File: src/hdl/bvs_pkg.sv
// ----------------------------------------------------------------------------
// bvs_pkg
// Shared types and constants for the bounded value set.
// ----------------------------------------------------------------------------
package bvs_pkg;

   localparam int KIND_WIDTH          = 2;
   localparam int VALUE_FIELD_WIDTH   = 32;
   localparam int COUNT_WIDTH         = 8;
   localparam int CAP_WIDTH           = 8;
   localparam int STORE_DEPTH_DEFAULT = 128;
   localparam int VALUE_WIDTH_DEFAULT = 32;
   localparam logic [CAP_WIDTH-1:0] CAPACITY_RESET = 8'd100;

   typedef enum logic [KIND_WIDTH-1:0] {
      KIND_ADD      = 2'd0,
      KIND_REMOVE   = 2'd1,
      KIND_CONTAINS = 2'd2,
      KIND_CLEAR    = 2'd3
   } kind_type;

   typedef enum logic [1:0] {
      ST_IDLE,
      ST_RUN,
      ST_FINISH
   } state_type;

   // search token walking down the row of cells
   typedef struct packed {
      logic     active;
      kind_type kind;
      logic     allow;   // room left for an add
      logic     found;   // a valid cell matched the key
      logic     placed;  // a free cell has claimed the key
   } tok_type;

   // broadcast to every cell when a transaction finishes, after its token has left the row
   typedef struct packed {
      logic commit;
      logic release_claim;
      logic clear_all;
   } ctrl_type;

endpackage

File: src/hdl/bvs_cell.sv
// ----------------------------------------------------------------------------
// bvs_cell
// One entry of the set: value, valid and claim bits, plus one token stage.
// ----------------------------------------------------------------------------
module bvs_cell #(
   parameter int VALUE_WIDTH = bvs_pkg::VALUE_WIDTH_DEFAULT
) (
   input  logic                   clock,
   input  logic                   reset,
   input  bvs_pkg::tok_type       tok_in,
   input  logic [VALUE_WIDTH-1:0] key_in,
   input  bvs_pkg::ctrl_type      ctrl,
   output bvs_pkg::tok_type       tok_out,
   output logic [VALUE_WIDTH-1:0] key_out
);

   logic                   valid_ff, valid_in;
   logic                   claim_ff, claim_in;
   logic [VALUE_WIDTH-1:0] value_ff, value_in;
   bvs_pkg::tok_type       tok_ff, tok_in_next;
   logic [VALUE_WIDTH-1:0] key_ff;
   logic                   hit;

   assign hit = valid_ff && (value_ff == key_in);

   always_comb begin
      valid_in    = valid_ff;
      claim_in    = claim_ff;
      value_in    = value_ff;
      tok_in_next = tok_in;

      // broadcasts only arrive while the row holds no token
      if (ctrl.clear_all) begin
         valid_in = 1'b0;
         claim_in = 1'b0;
      end else if (ctrl.commit && claim_ff) begin
         valid_in = 1'b1;
         claim_in = 1'b0;
      end else if (ctrl.release_claim) begin
         claim_in = 1'b0;
      end

      if (tok_in.active) begin
         case (tok_in.kind)
            bvs_pkg::KIND_ADD: begin
               if (hit) begin
                  tok_in_next.found = 1'b1;
               end
               // first free cell takes the key tentatively
               if (!valid_ff && !claim_ff && tok_in.allow && !tok_in.placed) begin
                  claim_in           = 1'b1;
                  value_in           = key_in;
                  tok_in_next.placed = 1'b1;
               end
            end
            bvs_pkg::KIND_REMOVE: begin
               if (hit) begin
                  valid_in          = 1'b0;
                  tok_in_next.found = 1'b1;
               end
            end
            bvs_pkg::KIND_CONTAINS: begin
               if (hit) begin
                  tok_in_next.found = 1'b1;
               end
            end
            default: begin
            end
         endcase
      end
   end

   always_ff @(posedge clock) begin
      if (reset) begin
         valid_ff <= 1'b0;
         claim_ff <= 1'b0;
         tok_ff   <= '0;
      end else begin
         valid_ff <= valid_in;
         claim_ff <= claim_in;
         tok_ff   <= tok_in_next;
      end
   end

   always_ff @(posedge clock) begin
      value_ff <= value_in;
      key_ff   <= key_in;
   end

   assign tok_out = tok_ff;
   assign key_out = key_ff;

endmodule

File: config.mk
export PLATFORM = sky130hd
export DESIGN_NAME = bvs_cell
export DESIGN_NICKNAME = d
export VERILOG_FILES = /design/src/hdl/bvs_pkg.sv /design/src/hdl/bvs_cell.sv
export SDC_FILE = /design/constraint.sdc
export NUM_CORES = 1
export LEC_CHECK = 0
export BUFFER_PORTS_ARGS = -buffer_cell sky130_fd_sc_hd__clkbuf_2
export CAP_MARGIN = 0
export CORE_UTILIZATION = 43
export DETAILED_ROUTE_END_ITERATION = 10
export PLACE_DENSITY = 0.74
export SLEW_MARGIN = 15
export SYNTH_ARGS = -nofsm -noshare
export SYNTH_HDL_FRONTEND = slang
export SYNTH_SLANG_ARGS = --single-unit
File: constraint.sdc
create_clock -name clock -period 2.6 [get_ports clock]
set_input_delay 0.13 -clock clock [delete_from_list [all_inputs] [get_ports clock]]
set_output_delay 0.13 -clock clock [all_outputs]
set_load 0.01 [all_outputs]
==> reports/qor.csv, run 1 <==
stage,metric,value,unit
die,number of core rows,25,
setup_path,family with the most delay on the worst path,buffers and inverters,
final_layout,share of layout cells above drive strength 1,0.362,
placement,Inst Count DP,284,
placement,HPWL Detailed,2740,um
setup_path,Worst Setup SP,key_in[19],
clocking,clk_lat worst skew,0.33,ns
setup_path,Critical Path RT,2.82,ns
logic_synthesis,top-area cell type share of the netlist area,0.432,
logic_synthesis,sequential share of the synthesized area,0.792,
drt,routed len/inst,12.3,um
setup_path,worst-path cell chain,dlygate4sd3_1 -> clkbuf_2 -> xnor2_1 -> nand4_1 -> nor4_1 -> nand4_1 -> o31a_1,
pwr,worst vdd ir,0.412,mV
logic_synthesis,mapped cell area,0.00222,mm^2
setup_path,worst-path fanout max,3,
logic_synthesis,Synth Instances,136,
drt,Max Used Layer,met4,
final_layout,fin nets,303,
grt,vias in the first global route,1364,
setup_path,worst reg-to-reg path cell count,4,
grt,first-pass GRT wire length,6250,um
min_path,Worst Hold Launch,tok_in[1],
outcome,status,"finished, final reports clean",
clocking,clock net sink count,72,
pwr,P per Cell Area,693,mW/mm^2
setup_path,CP bufs+invs,2,
die,Starting Density,0.459,
clocking,clock-pin slew on the worst setup and hold paths,0.07,ns
setup_path,Worst path most repeated cell,nand4_1,
setup_path,stages on the worst setup path,7,
setup_path,worst reg2reg path startpoint,claim_ff$_SDFF_PP0_,
final_layout,"Area growth, synth to finish",45.9,%
setup_path,max incr delay on CP,0.54,ns
setup_path,WS Path Type,in -> reg,
clocking,H-tree lvl count,3,
drt,Antenna Nets Post-Route,0,
logic_synthesis,Synth Warn #,0,
drt,Remaining DRCs,0,
grt,gr usage total,0.163,
logic_synthesis,largest cells by area after synthesis,"edfxtp_1 (43%), dfxtp_1 (36%), xnor2_1 (6.7%)",
logic_synthesis,Yosys reg bits,72,
setup_path,CP Data Arrival Time,1.98,ns
drt,met2 wire len,2010,um
die,die area,0.00546,mm^2
drt,"wirelength, routed",4090,um
clocking,clock buffer depth,2,
sta,worst rel slew slack,0.679,
logic_synthesis,Post-synth EDFFs,32,
drt,length of routed met3 wiring,219,um
logic_synthesis,top post-synthesis cells by count,"dfxtp_1 (40), edfxtp_1 (32), xnor2_1 (17)",
logic_synthesis,Synth Flop Type,dfxtp_1,
logic_synthesis,syn_nets,179,
placement,final weighted congestion of routability-driven global placement,0.814,
sta,unrepaired setup endpoints after global routing,no,
min_path,WHS Path Cells,3,
sta,Hold Slack,0.0247,ns
drt,via count,1436,
pwr,Pint,1760,uW
die,IO Pins,81,
drt,post-route met1 wirelength,1800,um
pwr,sw frac,0.216,
logic_synthesis,ys async rst share,0,
job,max cap viols,0,
sta,Final Cycle Share,0.675,
sta,Fin Setup TNS,0,ns
setup_path,Worst setup EP type,flop,
final_layout,post-layout util,0.669,
die,chip width,73.9,um
grt,initial antenna violation count,0,
sta,Worst-Margin Slew,0.480,ns
clocking,CTS root buf,clkbuf_8,
logic_synthesis,"area leader, netlist",edfxtp_1,
die,CORE AREA,0.00485,mm^2
grt,largest net degree at the start of global routing,20,
placement,IO buf count,80,
sta,Setup Skew,0.00761,ns
pwr,switching power,485,uW
pwr,combinational share of power,0.080,
final_layout,Non-Filler Instances,332,
drt,Iter 0 DRT Violations,64,
clocking,Post-CTS Setup Bufs,0,
pwr,register share of total power,0.548,
logic_synthesis,most common cell in the synthesized netlist,dfxtp_1,
drt,drt pass-1 iters,4,
pwr,clock power share,0.371,
die,Die Height,73.9,um
sta,Fmax achieved,570,MHz
sta,crit path time final,1.76,ns
setup_path,startpoint types,input pin,
sta,final hold vios,0,
sta,# setup viols final,0,
pwr,static leakage,0.00134,uW
final_layout,ANT cells,0,
clocking,TritonCTS clock tree,yes,
clocking,TritonCTS buffer count,9,
grt,total gr overflow,0,
sta,Pins Over Slew Limit,0,
logic_synthesis,Unique masters post-synth,16,
setup_path,slowest CP cell,dlygate4sd3_1,
logic_synthesis,syn avg cell area,16.3,um^2
drt,Vias/cell,4.33,
min_path,Hold Crit Class,in -> reg,
[final timing paths]
check	slack, ns	endpoint
worst max register to register	0.91	value_ff[7]$_DFFE_PP_
worst min-delay path	0.02	tok_out[1]$_SDFF_PP0_
worst max-delay path	0.84	valid_ff$_SDFF_PP0_
worst min register to register	0.55	tok_out[1]$_SDFF_PP0_
[area by class of cell]
type | count | area (um^2)
fill | 355 | 1600
inverter | 2 | 7.51
timing repair buffer | 113 | 741
tap | 67 | 83.8
multi-input combinational | 62 | 462
clock buffer | 11 | 131
sequential | 72 | 1760
clock inverter | 5 | 57.6
[routing by layer]
metal  track usage  vias to the layer above
li1              -                      731
met5             0                        -
met4        0.0769                        0
met3        0.0727                        8
met2         0.253                       47
met1         0.194                      650
[worst register-to-register path, delay by kind of cell (launching register included)]
family        cells  cell delay [ns]
buf+inv           1             0.23
flops             1             0.32
simple gates      3             0.84
[cells by family after synthesis]
group                  share of synthesized area
flip-flops                                 0.792
buffers and inverters                    0.00338
XOR/XNOR                                   0.126
AO/OA/AOI/OAI                             0.0124
AND/OR/NAND/NOR                           0.0658
[registers in the layout, indices dropped and copies added (netlist names)]
name and count:
claim_ff 1, key_out 32, tok_out 6, valid_ff 1
value_ff 32
[power groups by stage]
stage,registers [uW],logic (uW),clock network (uW)
floorplan,1280,36.4,0
CTS,1230,182,855
finish,1230,180,835
global placement,1260,141,0
detailed placement,1260,143,0
global route,1240,198,909
[stage by stage]
stage	power [uW]	setup slack, ns	cell area [um^2]
2_1_floorplan	1310	0.127	2220
3_3_place_gp	1400	0.959	2740
3_5_place_dp	1400	0.921	2740
4_1_cts	2270	0.846	3240
5_1_grt	2340	0.759	3240
6_report	2250	0.844	3240
[repair_timing]
item,4_1_cts,5_1_grt
hold buffers,32,0
gates resized for setup,0,0
endpoints found under the hold margin,34,0
[layout by cell type, fill, tap and decap left out]
| cell type | instances |
|---|---|
| nor2_4 | 1 |
| dlygate4sd3_1 | 32 |
| nor4b_1 | 2 |
| o32ai_1 | 1 |
| edfxtp_1 | 32 |
| nor2b_1 | 5 |
| buf_12 | 1 |
| xor2_1 | 15 |
| clkbuf_8 | 9 |
| nor3_1 | 2 |
| clkinv_2 | 2 |
| xnor2_1 | 17 |
| o31a_1 | 1 |
| nand3_1 | 1 |
| dfxtp_1 | 40 |
| bufinv_16 | 1 |
| a21oi_1 | 2 |
| nor4_1 | 4 |
| nor2_1 | 2 |
| nand4_1 | 5 |
| clkbuf_1 | 2 |
| nand2_1 | 4 |
| inv_1 | 2 |
| clkinv_4 | 2 |
| clkbuf_2 | 80 |
No activity file was read; power rests on OpenSTA's default activity.
==> run 2, diff against run 1 <==
==> constraint.sdc (replaced) <==
create_clock -name clock -period 1.55 [get_ports clock]
set_input_delay 0.0775 -clock clock [delete_from_list [all_inputs] [get_ports clock]]
set_output_delay 0.0775 -clock clock [all_outputs]
set_load 0.01 [all_outputs]
==> run 2 against run 1 <==
Against the previous run:
- the run now ends with negative setup slack left
- worst hold slack worse by 0.0050 ns
- power is 70% higher
- worst setup slack got worse by 0.87 ns
- cell count is 2.7% higher
- die area is the same
- first-iteration DRC count is 30% higher
- clock skew about the same
- combinational power grew 81%
==> reports/qor.csv, run 2 (same netlist as run 1, synthesis figures left out) <==
stage,metric,value,unit,change
clocking,clock-pin slew on the worst setup and hold paths,0.07,ns,about the same
grt,initial antenna violation count,0,,unchanged
pwr,worst vdd ir,0.734,mV,+78%
pwr,switching power,800,uW,+65%
sta,Fin Setup TNS,-0.0249,ns,-0.0249 ns
grt,total gr overflow,0,,unchanged
clocking,clock net sink count,72,,unchanged
grt,gr usage total,0.174,,+0.0106
sta,Worst-Margin Slew,0.415,ns,-0.0649 ns
sta,crit path time final,1.57,ns,
final_layout,final instance area,0.00336,mm^2,+3.5%
setup_path,CP Data Arrival Time,1.80,ns,-0.18 ns
setup_path,CP bufs+invs,2,,unchanged
sta,final hold vios,0,,unchanged
setup_path,worst-path cell chain,dlygate4sd3_1 -> clkbuf_2 -> xor2_1 -> nor4_1 -> nand3_1 -> o31a_1,,
final_layout,fin nets,312,,+3.0%
drt,routed len/inst,13.0,um,+5.1%
sta,Fmax achieved,635,MHz,
placement,HPWL Detailed,2720,um,-0.83%
clocking,TritonCTS clock tree,yes,,
final_layout,most frequent cells in the layout,"clkbuf_2 (80), dlygate4sd3_1 (39), dfxtp_1 (39), edfxtp_1 (32)",,
die,Die Height,73.9,um,unchanged
sta,worst rel slew slack,0.721,,+0.0415
grt,first-pass GRT wire length,6600,um,+5.6%
pwr,static leakage,0.00139,uW,+3.6%
setup_path,Worst setup EP type,flop,,
pwr,P per Cell Area,1140,mW/mm^2,+64%
final_layout,share of layout cells above drive strength 1,0.369,,+0.00635
drt,Vias/cell,4.39,,+1.4%
sta,Pins Over Slew Limit,0,,unchanged
clocking,CTS root buf,clkbuf_8,,
drt,"wirelength, routed",4420,um,+8.0%
setup_path,Critical Path RT,1.77,ns,-1.05 ns
sta,Final Cycle Share,1.02,,
grt,vias in the first global route,1451,,+6.4%
setup_path,family with the most delay on the worst path,buffers and inverters,,
placement,Placed Instance Area,0.00276,mm^2,+0.82%
setup_path,worst-path fanout max,3,,unchanged
die,number of core rows,25,,unchanged
clocking,clock buffer depth,2,,unchanged
final_layout,ANT cells,0,,unchanged
drt,Antenna Nets Post-Route,0,,unchanged
pwr,sw frac,0.210,,-0.00621
pwr,register share of total power,0.543,,-0.005
setup_path,startpoint types,input pin,,
pwr,Pint,3020,uW,+71%
sta,final worst slack,-0.0249,ns,-0.869 ns
final_layout,"Area growth, synth to finish",51.1,%,
pwr,combinational share of power,0.085,,+0.005
grt,largest net degree at the start of global routing,21,,+5.0%
clocking,clk_lat worst skew,0.34,ns,about the same
final_layout,"commonest non-fill, non-tap cell in the layout",clkbuf_2,,
drt,drt pass-1 iters,4,,unchanged
die,IO Pins,81,,unchanged
outcome,failing checks,negative setup slack,,
setup_path,max incr delay on CP,0.55,ns,about the same
clocking,H-tree lvl count,3,,unchanged
die,Starting Density,0.459,,unchanged
sta,# setup viols final,1,,+1
placement,IO buf count,80,,unchanged
setup_path,WS Path Type,in -> reg,,
die,CORE AREA,0.00485,mm^2,unchanged
clocking,TritonCTS buffer count,9,,unchanged
min_path,Hold Crit Class,in -> reg,,
die,chip width,73.9,um,unchanged
drt,Iter 0 DRT Violations,83,,+30%
drt,via count,1496,,+4.2%
setup_path,slowest CP cell,dlygate4sd3_1,,
job,max cap viols,0,,unchanged
sta,unrepaired setup endpoints after global routing,yes,,
outcome,status,"complete, but fails checks",,
sta,Setup Skew,0.00791,ns,+0.000298 ns
placement,final weighted congestion of routability-driven global placement,0.717,,-12%
pwr,clock power share,0.372,,about the same
die,die area,0.00546,mm^2,unchanged
setup_path,Reg2Reg Setup Slack,0.02,ns,-0.89 ns
drt,Remaining DRCs,0,,unchanged
==> run 2: repair_timing <==
item	in CTS	in global routing
hold buffers	37	2
pin swaps	5	7
setup endpoints to repair	2	2
buffers inserted	0	0
hold endpoints to repair	70	3
resized for setup	1	2
==> run 2: layout make-up <==
class,instances,area [um^2]
Sequential cell,72,1760
Fill cell,351,1490
Timing Repair Buffer,122,826
Multi-Input combinational cell,62,489
Clock buffer,13,149
Tap cell,67,83.8
Clock inverter,3,41.3
Inverter,2,7.51
==> run 2: stage by stage <==
stage / setup WS [ns] / power, uW / utilization / std cells / hold WS (ns)
detailed placement: -0.0927 / 2350 / 0.569 / 286 / 0.223
global placement: -0.0505 / 2350 / 0.569 / 286 / 0.222
finish: -0.0249 / 3820 / 0.693 / 341 / 0.0197
global route: -0.124 / 3960 / 0.693 / 341 / 0.0208
CTS: -0.0651 / 3840 / 0.686 / 339 / -0.120
floorplan: -0.0422 / 2200 / - / 136 / 0.105
==> run 2: power groups by stage <==
stage	sequential, uW	clock [uW]	combinational [uW]
final	2070	1420	325
after global routing	2080	1530	353
after CTS	2070	1450	317
after detailed placement	2110	0	242
after global placement	2110	0	239
after floorplan	2140	0	62.5
==> run 2: final timing paths <==
kind | cells after the start | startpoint | endpoint
worst max-delay path | 6 | key_in[13] | valid_ff$_SDFF_PP0_
worst min-delay path | 2 | tok_in[3] | tok_out[3]$_SDFF_PP0_
worst max register to register | 4 | value_ff[15]$_DFFE_PP_ | valid_ff$_SDFF_PP0_
worst min register to register | 2 | valid_ff$_SDFF_PP0_ | tok_out[1]$_SDFF_PP0_
==> run 2: layer usage <==
metal	wire (um)	vias up	track usage
li1	-	741	-
met1	1880	707	0.204
met2	2270	43	0.279
met3	212	5	0.0727
met4	59	0	0.0769
met5	0	-	0
